File: src/design/sckb_pkg.sv
// ============================================================================
// sckb_pkg
// Shared types and constants for the color-keyed 4bpp sprite blitter.
// ============================================================================
`default_nettype none

package sckb_pkg;

    // Fixed field widths
    localparam int WordW      = 32;
    localparam int PixW       = 4;
    localparam int PixPerWord = 8;
    localparam int SelW       = 3;
    localparam int ColW       = 7;
    localparam int RowW       = 10;
    localparam int AddrW      = 17;
    localparam int FrameRowW  = 11;
    localparam int DimW       = 13;   // holds frame dimensions up to 4096

    // Stream and configuration port widths
    localparam int STdataW    = 56;
    localparam int MTdataW    = 24;
    localparam int CfgIdxW    = 4;
    localparam int CfgDataW   = 10;

    // Job queue between the classifier and the write generator
    localparam int FifoDepth  = 4;
    localparam int FifoPtrW   = 2;

    // Default frame geometry
    localparam int FRAME_WIDTH_DEF  = 320;
    localparam int FRAME_HEIGHT_DEF = 240;

    // Configuration register indexes
    typedef enum logic [CfgIdxW-1:0] {
        REG_DEST_X        = 4'd0,
        REG_DEST_Y        = 4'd1,
        REG_REGION_WIDTH  = 4'd2,
        REG_REGION_HEIGHT = 4'd3,
        REG_OFFSET_X      = 4'd4,
        REG_OFFSET_Y      = 4'd5,
        REG_KEY_ENABLE    = 4'd6,
        REG_KEY_COLOR     = 4'd7
    } cfg_reg_t;

    // Reset values of the keying registers
    localparam logic            KEY_ENABLE_RST = 1'b1;
    localparam logic [PixW-1:0] KEY_COLOR_RST  = 4'hd;

    typedef struct packed {
        logic [8:0]      dest_x;
        logic [7:0]      dest_y;
        logic [9:0]      region_width;
        logic [9:0]      region_height;
        logic [9:0]      offset_x;
        logic [9:0]      offset_y;
        logic            key_enable;
        logic [PixW-1:0] key_color;
    } cfg_t;

    // One classified word: pixels, surviving-pixel mask, address of nibble 0
    typedef struct packed {
        logic [WordW-1:0]      word;
        logic [PixPerWord-1:0] mask;
        logic [AddrW-1:0]      base;
    } blit_job_t;

    typedef struct packed {
        logic full;
        logic empty;
    } fifo_stat_t;

endpackage

`default_nettype wire

File: src/design/sckb_front.sv
// ============================================================================
// sckb_front
// Configuration registers, item intake and classification: window, key and
// frame clipping per pixel, then the frame address of the word's first pixel.
// ============================================================================
`default_nettype none

module sckb_front #(
    parameter int FRAME_WIDTH  = sckb_pkg::FRAME_WIDTH_DEF,
    parameter int FRAME_HEIGHT = sckb_pkg::FRAME_HEIGHT_DEF
) (
    input  wire logic                           aclk,
    input  wire logic                           aresetn,
    input  wire logic                           cfg_valid,
    output logic                                cfg_ready,
    input  wire logic [sckb_pkg::CfgIdxW-1:0]   cfg_index,
    input  wire logic [sckb_pkg::CfgDataW-1:0]  cfg_data,
    input  wire logic                           s_tvalid,
    output logic                                s_tready,
    input  wire logic [sckb_pkg::STdataW-1:0]   s_tdata,
    output logic                                job_valid,
    input  wire logic                           job_ready,
    output sckb_pkg::blit_job_t                 job
);
    import sckb_pkg::*;

    localparam logic [DimW-1:0] FrameW = DimW'(FRAME_WIDTH);
    localparam logic [DimW-1:0] FrameH = DimW'(FRAME_HEIGHT);

    cfg_t cfg_reg;

    // Stage A: classified item
    logic                  a_valid_reg;
    logic [WordW-1:0]      a_word_reg;
    logic [PixPerWord-1:0] a_mask_reg;
    logic [FrameRowW-1:0]  a_frow_reg;
    logic [AddrW-1:0]      a_colbase_reg;

    // Stage B: addressed job
    logic                  b_valid_reg;
    blit_job_t             b_job_reg;

    logic                  a_ready;
    logic                  b_ready;

    logic [WordW-1:0]      in_word;
    logic [ColW-1:0]       in_wcol;
    logic [RowW-1:0]       in_srow;

    logic                  row_ok;
    logic [FrameRowW-1:0]  frow;
    logic [PixPerWord-1:0] mask;
    logic [AddrW-1:0]      colbase;
    logic [RowW:0]         row_end;
    logic [RowW:0]         col_end;
    logic [DimW+FrameRowW-1:0] row_prod;

    // Configuration writes, always accepted
    assign cfg_ready = 1'b1;

    always_ff @(posedge aclk) begin
        if (!aresetn) begin
            cfg_reg.dest_x        <= '0;
            cfg_reg.dest_y        <= '0;
            cfg_reg.region_width  <= '0;
            cfg_reg.region_height <= '0;
            cfg_reg.offset_x      <= '0;
            cfg_reg.offset_y      <= '0;
            cfg_reg.key_enable    <= KEY_ENABLE_RST;
            cfg_reg.key_color     <= KEY_COLOR_RST;
        end else if (cfg_valid) begin
            case (cfg_reg_t'(cfg_index))
                REG_DEST_X:        cfg_reg.dest_x        <= cfg_data[8:0];
                REG_DEST_Y:        cfg_reg.dest_y        <= cfg_data[7:0];
                REG_REGION_WIDTH:  cfg_reg.region_width  <= cfg_data[9:0];
                REG_REGION_HEIGHT: cfg_reg.region_height <= cfg_data[9:0];
                REG_OFFSET_X:      cfg_reg.offset_x      <= cfg_data[9:0];
                REG_OFFSET_Y:      cfg_reg.offset_y      <= cfg_data[9:0];
                REG_KEY_ENABLE:    cfg_reg.key_enable    <= cfg_data[0];
                REG_KEY_COLOR:     cfg_reg.key_color     <= cfg_data[PixW-1:0];
                default: ;
            endcase
        end
    end

    // Input unpacking
    assign in_word = s_tdata[31:0];
    assign in_wcol = s_tdata[38:32];
    assign in_srow = s_tdata[48:39];

    // Row test and frame row
    assign row_end = {1'b0, cfg_reg.offset_y} + {1'b0, cfg_reg.region_height};
    assign frow    = FrameRowW'(cfg_reg.dest_y) + FrameRowW'(in_srow)
                   - FrameRowW'(cfg_reg.offset_y);
    assign row_ok  = (in_srow >= cfg_reg.offset_y) && ({1'b0, in_srow} < row_end)
                   && (DimW'(frow) < FrameH);

    // Per-pixel tests, independent lanes
    assign col_end = {1'b0, cfg_reg.offset_x} + {1'b0, cfg_reg.region_width};

    always_comb begin
        logic [RowW-1:0]      scol;
        logic [PixW-1:0]      pix;
        logic [FrameRowW-1:0] fcol;
        logic                 in_win;
        logic                 keyed;
        mask = '0;
        for (int k = 0; k < PixPerWord; k++) begin
            scol   = {in_wcol, SelW'(k)};
            pix    = in_word[k*PixW +: PixW];
            in_win = (scol >= cfg_reg.offset_x) && ({1'b0, scol} < col_end);
            keyed  = cfg_reg.key_enable && (pix == cfg_reg.key_color);
            fcol   = FrameRowW'(cfg_reg.dest_x) + FrameRowW'(scol)
                   - FrameRowW'(cfg_reg.offset_x);
            mask[k] = in_win && !keyed && (DimW'(fcol) < FrameW);
        end
    end

    // Frame column of nibble 0, modulo the address width
    assign colbase = AddrW'(cfg_reg.dest_x) + AddrW'({in_wcol, 3'b000})
                   - AddrW'(cfg_reg.offset_x);

    // Handshake through the two stages
    assign b_ready  = !b_valid_reg || job_ready;
    assign a_ready  = !a_valid_reg || b_ready;
    assign s_tready = a_ready;

    // Stage A: items with no surviving pixel are dropped here
    always_ff @(posedge aclk) begin
        if (!aresetn) begin
            a_valid_reg <= 1'b0;
        end else if (a_ready) begin
            a_valid_reg <= s_tvalid && row_ok && (mask != '0);
        end
    end

    always_ff @(posedge aclk) begin
        if (s_tvalid && a_ready) begin
            a_word_reg    <= in_word;
            a_mask_reg    <= mask;
            a_frow_reg    <= frow;
            a_colbase_reg <= colbase;
        end
    end

    // Stage B: row times frame width plus column base
    assign row_prod = a_frow_reg * FrameW;

    always_ff @(posedge aclk) begin
        if (!aresetn) begin
            b_valid_reg <= 1'b0;
        end else if (b_ready) begin
            b_valid_reg <= a_valid_reg;
        end
    end

    always_ff @(posedge aclk) begin
        if (a_valid_reg && b_ready) begin
            b_job_reg.word <= a_word_reg;
            b_job_reg.mask <= a_mask_reg;
            b_job_reg.base <= row_prod[AddrW-1:0] + a_colbase_reg;
        end
    end

    assign job_valid = b_valid_reg;
    assign job       = b_job_reg;

endmodule

`default_nettype wire

File: src/design/sckb_fifo.sv
// ============================================================================
// sckb_fifo
// Short job queue that decouples the classifier from the write generator.
// ============================================================================
`default_nettype none

module sckb_fifo (
    input  wire logic                 aclk,
    input  wire logic                 aresetn,
    input  wire logic                 push,
    input  wire sckb_pkg::blit_job_t  push_data,
    input  wire logic                 pop,
    output sckb_pkg::blit_job_t       pop_data,
    output sckb_pkg::fifo_stat_t      stat
);
    import sckb_pkg::*;

    blit_job_t           mem_reg [FifoDepth];
    logic [FifoPtrW-1:0] wr_ptr_reg;
    logic [FifoPtrW-1:0] rd_ptr_reg;
    logic [FifoPtrW:0]   count_reg;
    logic                do_push;
    logic                do_pop;

    assign stat.full  = (count_reg == (FifoPtrW+1)'(FifoDepth));
    assign stat.empty = (count_reg == '0);

    assign do_push = push && !stat.full;
    assign do_pop  = pop && !stat.empty;

    // Pointers and fill level
    always_ff @(posedge aclk) begin
        if (!aresetn) begin
            wr_ptr_reg <= '0;
            rd_ptr_reg <= '0;
            count_reg  <= '0;
        end else begin
            if (do_push) wr_ptr_reg <= wr_ptr_reg + 1'b1;
            if (do_pop)  rd_ptr_reg <= rd_ptr_reg + 1'b1;
            if (do_push && !do_pop)      count_reg <= count_reg + 1'b1;
            else if (do_pop && !do_push) count_reg <= count_reg - 1'b1;
        end
    end

    // Entry storage
    always_ff @(posedge aclk) begin
        if (do_push) mem_reg[wr_ptr_reg] <= push_data;
    end

    assign pop_data = mem_reg[rd_ptr_reg];

endmodule

`default_nettype wire

File: src/design/sckb_back.sv
// ============================================================================
// sckb_back
// Write generator: walks a job's pixel mask lowest nibble first and emits one
// frame-buffer write per cycle unless stalled, through an output register.
// ============================================================================
`default_nettype none

module sckb_back (
    input  wire logic                          aclk,
    input  wire logic                          aresetn,
    input  wire logic                          job_avail,
    input  wire sckb_pkg::blit_job_t           job,
    output logic                               job_pop,
    output logic                               m_tvalid,
    input  wire logic                          m_tready,
    output logic [sckb_pkg::MTdataW-1:0]       m_tdata,
    output logic                               m_tlast,
    output logic                               busy
);
    import sckb_pkg::*;

    // Job being worked on
    logic                  work_valid_reg;
    logic [WordW-1:0]      work_word_reg;
    logic [PixPerWord-1:0] work_mask_reg;
    logic [AddrW-1:0]      work_base_reg;

    // Output register
    logic                  out_valid_reg;
    logic [AddrW-1:0]      out_addr_reg;
    logic [PixW-1:0]       out_pix_reg;
    logic                  out_last_reg;

    logic [PixPerWord-1:0] low_bit;
    logic [PixPerWord-1:0] rest_mask;
    logic [SelW-1:0]       sel;
    logic                  is_last;
    logic                  emit;
    logic                  load;

    // Lowest remaining pixel
    assign low_bit   = work_mask_reg & (~work_mask_reg + 1'b1);
    assign rest_mask = work_mask_reg & ~low_bit;
    assign is_last   = (rest_mask == '0);

    always_comb begin
        sel = '0;
        for (int k = PixPerWord - 1; k >= 0; k--) begin
            if (work_mask_reg[k]) sel = SelW'(k);
        end
    end

    assign emit    = work_valid_reg && (!out_valid_reg || m_tready);
    assign load    = job_avail && (!work_valid_reg || (emit && is_last));
    assign job_pop = load;

    // Work register
    always_ff @(posedge aclk) begin
        if (!aresetn) begin
            work_valid_reg <= 1'b0;
        end else if (load) begin
            work_valid_reg <= 1'b1;
        end else if (emit && is_last) begin
            work_valid_reg <= 1'b0;
        end
    end

    always_ff @(posedge aclk) begin
        if (load) begin
            work_word_reg <= job.word;
            work_mask_reg <= job.mask;
            work_base_reg <= job.base;
        end else if (emit) begin
            work_mask_reg <= rest_mask;
        end
    end

    // Output register
    always_ff @(posedge aclk) begin
        if (!aresetn) begin
            out_valid_reg <= 1'b0;
        end else if (emit) begin
            out_valid_reg <= 1'b1;
        end else if (m_tready) begin
            out_valid_reg <= 1'b0;
        end
    end

    always_ff @(posedge aclk) begin
        if (emit) begin
            out_addr_reg <= work_base_reg + AddrW'(sel);
            out_pix_reg  <= work_word_reg[sel*PixW +: PixW];
            out_last_reg <= is_last;
        end
    end

    assign m_tvalid = out_valid_reg;
    assign m_tdata  = {3'b000, out_pix_reg, out_addr_reg};
    assign m_tlast  = out_last_reg;
    assign busy     = work_valid_reg;

endmodule

`default_nettype wire

File: src/design/sprite_color_key_blitter_core.sv
// ============================================================================
// sprite_color_key_blitter_core
// Color-keyed 4bpp sprite blitter: sheet words in, frame-buffer writes out.
// ============================================================================
// Each input item is one sheet word of eight 4-bit pixels; every pixel that
// lies in the source window, is not the key color (when keying is on) and
// lands inside the frame becomes one write item, lowest nibble first, with
// tlast on the word's final write. Words with no surviving pixel produce
// nothing. Items are taken every cycle while the job queue has room; the
// write side emits one write per cycle while m_tready is high, so a word
// with n surviving pixels occupies the output for n writes (up to eight).
// A word passes through classify, address multiply, queue, work register
// and output register. Registers are written through the cfg channel,
// which is always ready; write them only while the block is idle.
`default_nettype none

module sprite_color_key_blitter_core #(
    parameter int FRAME_WIDTH  = sckb_pkg::FRAME_WIDTH_DEF,
    parameter int FRAME_HEIGHT = sckb_pkg::FRAME_HEIGHT_DEF
) (
    input  wire logic                          aclk,
    input  wire logic                          aresetn,
    // Configuration writes
    input  wire logic                          cfg_valid,
    output logic                               cfg_ready,
    input  wire logic [sckb_pkg::CfgIdxW-1:0]  cfg_index,
    input  wire logic [sckb_pkg::CfgDataW-1:0] cfg_data,
    // Sheet words
    input  wire logic                          s_tvalid,
    output logic                               s_tready,
    // [31:0] pixel_word, [38:32] word_column, [48:39] sheet_row, rest zero
    input  wire logic [sckb_pkg::STdataW-1:0]  s_tdata,
    // Frame-buffer writes
    output logic                               m_tvalid,
    input  wire logic                          m_tready,
    // [16:0] write_address, [20:17] pixel_value, rest zero
    output logic [sckb_pkg::MTdataW-1:0]       m_tdata,
    output logic                               m_tlast
);
    import sckb_pkg::*;

    logic       job_valid;
    blit_job_t  push_job;
    blit_job_t  pop_job;
    logic       job_pop;
    fifo_stat_t fifo_stat;
    logic       back_busy;

    // Classifier
    sckb_front #(
        .FRAME_WIDTH  (FRAME_WIDTH),
        .FRAME_HEIGHT (FRAME_HEIGHT)
    ) u_front (
        .aclk      (aclk),
        .aresetn   (aresetn),
        .cfg_valid (cfg_valid),
        .cfg_ready (cfg_ready),
        .cfg_index (cfg_index),
        .cfg_data  (cfg_data),
        .s_tvalid  (s_tvalid),
        .s_tready  (s_tready),
        .s_tdata   (s_tdata),
        .job_valid (job_valid),
        .job_ready (!fifo_stat.full),
        .job       (push_job)
    );

    // Job queue
    sckb_fifo u_fifo (
        .aclk      (aclk),
        .aresetn   (aresetn),
        .push      (job_valid),
        .push_data (push_job),
        .pop       (job_pop),
        .pop_data  (pop_job),
        .stat      (fifo_stat)
    );

    // Write generator
    sckb_back u_back (
        .aclk      (aclk),
        .aresetn   (aresetn),
        .job_avail (!fifo_stat.empty),
        .job       (pop_job),
        .job_pop   (job_pop),
        .m_tvalid  (m_tvalid),
        .m_tready  (m_tready),
        .m_tdata   (m_tdata),
        .m_tlast   (m_tlast),
        .busy      (back_busy)
    );

`ifndef SYNTHESIS
    localparam bit FrameFits = (FRAME_WIDTH * FRAME_HEIGHT) <= (1 << AddrW);
    localparam logic [AddrW:0] FrameSize = (AddrW+1)'(FRAME_WIDTH * FRAME_HEIGHT);

    // A non-final write leaves pixels of its word in the work register
    assert property (@(posedge aclk) disable iff (!aresetn)
        (m_tvalid && m_tready && !m_tlast) |-> back_busy)
        else $error("non-final write taken with no word in progress");

    // Every write lands inside the frame
    assert property (@(posedge aclk) disable iff (!aresetn)
        (m_tvalid && FrameFits) |-> ({1'b0, m_tdata[AddrW-1:0]} < FrameSize))
        else $error("write address outside the frame");
`endif

endmodule

`default_nettype wire

File: config.mk
export PLATFORM = sky130hd
export DESIGN_NAME = sprite_color_key_blitter_core
export DESIGN_NICKNAME = d
export VERILOG_FILES = /design/src/design/sckb_pkg.sv /design/src/design/sckb_front.sv /design/src/design/sckb_fifo.sv /design/src/design/sckb_back.sv /design/src/design/sprite_color_key_blitter_core.sv
export SDC_FILE = /design/constraint.sdc
export NUM_CORES = 1
export LEC_CHECK = 0
export BUFFER_PORTS_ARGS = -buffer_cell sky130_fd_sc_hd__buf_2
export CORE_MARGIN = 2
export CORE_UTILIZATION = 45
export CTS_CLUSTER_SIZE = 16
export DETAILED_ROUTE_END_ITERATION = 10
export SLEW_MARGIN = 20
export SYNTH_ARGS = -nofsm -noshare
export SYNTH_HDL_FRONTEND = slang
export SYNTH_SLANG_ARGS = --single-unit
File: constraint.sdc
create_clock -name aclk -period 4.2 [get_ports aclk]
set_input_delay 0.42 -clock aclk [delete_from_list [all_inputs] [get_ports aclk]]
set_output_delay 0.42 -clock aclk [all_outputs]
set_load 0.03 [all_outputs]
==> results of run 1 <==
## placed cells by master, fill, tap and decap left out, types with 6 or more instances in the layout
cell / instances
edfxtp_1: 432
inv_1: 150
ha_1: 138
buf_2: 91
nor2b_1: 74
dfxtp_1: 73
a21oi_1: 72
mux2i_1: 67
xnor2_1: 65
mux4_2: 65
nor2_1: 57
nand2_1: 55
clkbuf_16: 54
o21ai_0: 51
xor2_1: 50
nand3_1: 31
fa_1: 30
buf_4: 27
a21o_1: 24
nor3_1: 20
o21a_1: 15
nand4_1: 15
a211oi_1: 15
o21bai_1: 14
nand2b_1: 13
a31oi_1: 13
clkbuf_1: 13
o211ai_1: 11
clkinv_1: 11
and2_1: 7
clkinv_2: 7
o21ai_1: 6
nor3b_1: 6
nor4_1: 6
a21oi_2: 6
## cells by family after synthesis
kind of cell,after synthesis,share of synthesized area (%)
AOI/OAI and AO/OA,292,8.07
xor gates and xnor gates,115,4.09
adders and majority gates,170,9.55
buffers and inverters,204,3.32
DFF,507,58.8
muxes,137,8.91
other,2,0.0305
and+or+nand+nor,327,7.19
## worst paths after layout
| check | slack, ps | to | start |
|---|---|---|---|
| setup / recovery | 140 | u_front.a_valid_reg | u_front.cfg_reg[15] |
| hold / removal | 40 | u_front.a_word_reg[12] | s_tdata[12] |
| setup reg to reg | 140 | u_front.a_valid_reg | u_front.cfg_reg[15] |
| hold reg to reg | 410 | u_front.job[46] | u_front.a_word_reg[21] |
## per-stage QoR
stage          util (%)  hold WS [ps]  power (mW)
3_3_place_gp       48.3           401        9.83
3_5_place_dp       48.3           405        9.90
2_1_floorplan         -           400        8.95
4_1_cts            51.5          2.20        14.6
6_report           51.6          35.4        14.4
5_1_grt            51.6          12.0        15.1
## critical path: stages, from the launching register on
cell and delay, ps:
dfxtp_1 320, ha_1 230, fa_1 470, a211oi_2 310, o21bai_1 140, a21oi_2 180, o21bai_1 90, a21oi_2 140
xor2_1 90, ha_1 300, nand3_1 130, a31o_2 260, a2111oi_2 400, buf_4 200, a31oi_1 50, nand4_1 130
o311ai_0 180, nor4_2 170, a31oi_1 110
## report_power, final
part | leakage (nW) | total, mW | internal (mW) | switching (mW)
Clock | 0.841 | 4.65 | 2.73 | 1.92
Sequential | 4.59 | 6.57 | 6.20 | 0.378
Combinational | 4.77 | 3.18 | 1.40 | 1.77
Total | 10.2 | 14.4 | 10.3 | 4.07
## layout make-up
class | count | area share [%]
flip-flops and latches | 507 | 52.1
multi-input cells | 1045 | 33.7
clock buffers | 70 | 5.18
well taps | 696 | 3.13
repair buffers | 123 | 2.73
inverters | 152 | 2.05
clock inverters | 30 | 1.09
## metal layers
layer	vias to the layer above	wire (µm)	global-route usage (%)
li1	6792	-	-
met2	286	25900	32.2
met3	70	2480	3.17
met5	-	22	0
met1	7012	24100	25.9
met4	4	1030	4.82
## what timing repair did
item / CTS / global route
endpoints found under the setup margin: 0 / 1
gates resized for setup: 0 / 7
endpoints found under the hold margin: 0 / 0
==> metrics.cfg, run 1 <==
[power_and_ir_drop]
vdd_drop_max_mv=0.314
p_leak_nw=10.2
p_per_area_nw_per_um2=518

[routing]
wl_per_cell_um=20.4
routed_wl_um=53500
remaining_drc_errors=0
ant_nets=0
dr.pass1.iters=5
via_per_inst=5.40
drt_iter0_markers=789
vias=14200

[clocking]
htreeDepth=2
cts_root_buf=clkbuf_16
cts_num_sinks=507
cts_inserted_buffers=53
cts_tree=done
clk_pin_slew_ps=60
clock_latency_ps=600
cts_setup_buffers=0
clk_path_buf_depth=3
cts_hold_buf=0

[synth]
synth_ff_type=edfxtp_1
synth_area_um2=24600
syn_inst=1754
synth.top_cell.area_share_pct=52.7
ys_top_cells_by_area=edfxtp_1 (53%), ha_1 (7.0%), dfxtp_1 (6.1%), mux4_2 (6.0%), mux2i_1 (2.7%)
ys_types=82
yosysTopAreaCell=edfxtp_1
synth_commonest_cells=edfxtp_1 (432), inv_1 (151), ha_1 (138)
ys_warn_count=0
syn_area_per_cell_um2=14.0
synth.most_common_cell=edfxtp_1
async_flop_share_pct=0
synth_seq_area_share_pct=58.8
yosys_register_bits=507
synth-edff-count=432

[global_route]
grt_first_pass_wirelength_um=82400
grtUsageTotal_pct=19.1
grt_overflow=0
grt_pass1_vias=14200
antenna_found_initial=2
grt_max_degree=77

[cells_and_area]
multi_input_area_um2=9380
nNetsFinal=2125
regArea_um2=14500
fillers=4514
largest_register_ffs=228
drive_gt1_share_pct=16.4
diodes=0
fin_cells=2623
area_growth_pct=13.0
post-route-cell-area_um2=27800

[place]
gp_congestion=0.852
dpl_cell_area_um2=26000
pre_cts_slack_ps=122
dp_cells=2523
port_buffers=91
dpl.hpwl_um=38100

[setup_path]
r2r_cells=18
path_max_fanout=3
start_kind=register
cp.arrival_ps=4490
required_ps=4640
end_kind=register
path_class=register to register

[sta]
fmax_mhz=246
period_needed_ps=4060
max_slew_margin_pct=36.7
worstMarginPinSlew_ps=949
finalSetupViolations=0
layout_setup_ws_ps=143
hold_viol=0
finalCritPeriodShare_pct=96.6
fin_tns_setup_ps=0
finalClockSkew_ps=17.1
finalMaxSlewViolations=0

[floorplanning]
die_w_um=238
core_um2=53900
die_area_um2=56600
die_h_um=238
start_util_pct=45.6
ios=103
rows=85

[run]
drv_cap=0

[min_path]
hold_depth=1
min_path_type=input port to register

[run_status]
status=finished clean

Power figures use the tool's default switching activity.
==> run 2, diff against run 1 <==
--- a/config.mk
+++ b/config.mk
@@ -6,6 +6,7 @@
 export NUM_CORES = 1
 export LEC_CHECK = 0
 export BUFFER_PORTS_ARGS = -buffer_cell sky130_fd_sc_hd__buf_2
+export CAP_MARGIN = 10
 export CORE_MARGIN = 2
 export CORE_UTILIZATION = 45
 export CTS_CLUSTER_SIZE = 16
==> constraint.sdc (replaced) <==
create_clock -name aclk -period 4.2 [get_ports aclk]
set_input_delay 0.84 -clock aclk [delete_from_list [all_inputs] [get_ports aclk]]
set_output_delay 0.84 -clock aclk [all_outputs]
set_load 0.03 [all_outputs]
==> run 2 against run 1 <==
First-iteration DRC count is 22% higher. Global-route usage grew 0.070 points. Critical path depth did not move. Clock-buffer cell count increased by 3. Wire length shrank 0.29%. Clock skew is 9.9 ps higher. Critical path type unchanged. Largest power group unchanged.
==> metrics.cfg, run 2 (synthesized netlist as in run 1, its figures left out) <==
[run_status]
status=finished clean

[routing]
ant_nets=0
dr.pass1.iters=5
top_layer=met4
remaining_drc_errors=0
drt_iter0_markers=965
met3_length_um=2150
wl_per_cell_um=19.9
wl_met1_um=24500
met2WireLength_um=25400
vias=14300
routed_wl_um=53300
via_per_inst=5.35

[global_route]
grt_overflow=0
grt_pass1_vias=14500
grt_max_degree=58
antenna_found_initial=0
grtUsageTotal_pct=19.2
grt_first_pass_wirelength_um=83200

[cells_and_area]
drive_gt1_share_pct=18.7
fin_cells=2675
largest_register_ffs=228
post-route-cell-area_um2=28200
layout_common_cells=edfxtp_1 (432), inv_1 (150), ha_1 (138)
area_growth_pct=14.5
nNetsFinal=2179
diodes=0
mostFrequentLayoutCell=edfxtp_1

[place]
dp_cells=2575
dpl_cell_area_um2=26400
pre_cts_slack_ps=-115
dpl.hpwl_um=38200
port_buffers=91
gp_congestion=0.843

[min_path]
min_path_type=register to register

[setup_path]
required_ps=4680
end_kind=register
path_class=register to register
start_kind=register
path_max_fanout=5
cp.arrival_ps=4440

[sta]
finalCritPeriodShare_pct=94.2
worstMarginPinSlew_ps=913
max_slew_margin_pct=39.1
period_needed_ps=3960
layout_setup_ws_ps=244
fin_tns_setup_ps=0
finalSetupViolations=0
finalClockSkew_ps=27.0
hold_viol=0
fmax_mhz=253
finalMaxSlewViolations=0

[run]
drv_cap=0

[clocking]
clk_pin_slew_ps=60
htreeDepth=2
cts_num_sinks=507
clk_path_buf_depth=3
clock_latency_ps=610
cts_inserted_buffers=53
cts_tree=done
cts_root_buf=clkbuf_16

[power_and_ir_drop]
total_power_mw=14.3
p_leak_nw=10.4
p_per_area_nw_per_um2=508
vdd_drop_max_mv=0.337

[floorplanning]
die_h_um=238
ios=103
start_util_pct=45.6
die_area_um2=56600
rows=85
die_w_um=238
core_um2=53900

## run 2: cell count changes in the layout (fill, tap and decap cells not counted), moves of 2 or more
| cell | delta |
|---|---|
| buf_4 | +55 |
| a21oi_1 | -2 |
| bufinv_16 | -2 |
| clkbuf_1 | +6 |
| clkinv_16 | +2 |
| clkinv_2 | +4 |
| clkbuf_8 | -2 |
| o311ai_1 | +2 |
| clkinv_1 | -8 |
## run 2: path summary, 6_finish.rpt
| kind | cells past startpoint | start | end | slack (ps) |
|---|---|---|---|---|
| hold reg to reg | 0 | u_front.a_word_reg[23] | u_front.job[48] | 410 |
| setup reg to reg | 18 | u_front.cfg_reg[15] | u_front.a_valid_reg | 240 |
| hold / removal | 0 | u_front.a_word_reg[23] | u_front.job[48] | 410 |
| setup / recovery | 18 | u_front.cfg_reg[15] | u_front.a_valid_reg | 240 |
## run 2: area by class of cell
class,count,area [µm²]
Timing Repair Buffer,177,1150
Clock inverter,25,277
Sequential cell,507,14500
Inverter,152,571
Fill cell,4439,25800
Clock buffer,73,1410
Multi-Input combinational cell,1045,9410
Tap cell,696,871
## run 2: metrics by stage
stage	utilization [%]	hold WS, ps
3_5_place_dp	49.0	405
6_report	52.2	412
2_1_floorplan	-	400
4_1_cts	52.2	402
3_3_place_gp	49.0	403
5_1_grt	52.2	409
## run 2: per-layer routing
metal / vias to the layer above / global-route usage, %
met4: 0 / 5.39
met3: 79 / 2.72
met1: 7036 / 26.6
met2: 289 / 31.7
met5: - / 0
li1: 6908 / -
## run 2: critical path: stages (launching register included)
cell and delay (ps):
dfxtp_1 320, ha_1 240, fa_2 420, a211oi_4 300, o21bai_1 140, a21oi_2 150
o21bai_1 90, a21oi_1 170, xor2_1 90, ha_1 300, nand3_1 130, buf_4 160
nor3_1 260, buf_4 200, nand2_1 80, o311ai_1 310, nor3_2 110, nor4_2 260
a31oi_1 110
## run 2: what timing repair did
action / in CTS / in global routing
hold buffers: 0 / 0
endpoints found under the setup margin: 1 / 3
buffers inserted: 1 / 1
pin swaps: 3 / 3
gates resized for setup: 4 / 8
## run 2: power by group
part	switching (mW)	leakage (nW)	internal, mW
Clock	1.93	0.816	2.57
Sequential	0.375	4.59	6.20
Combinational	1.79	5.02	1.44
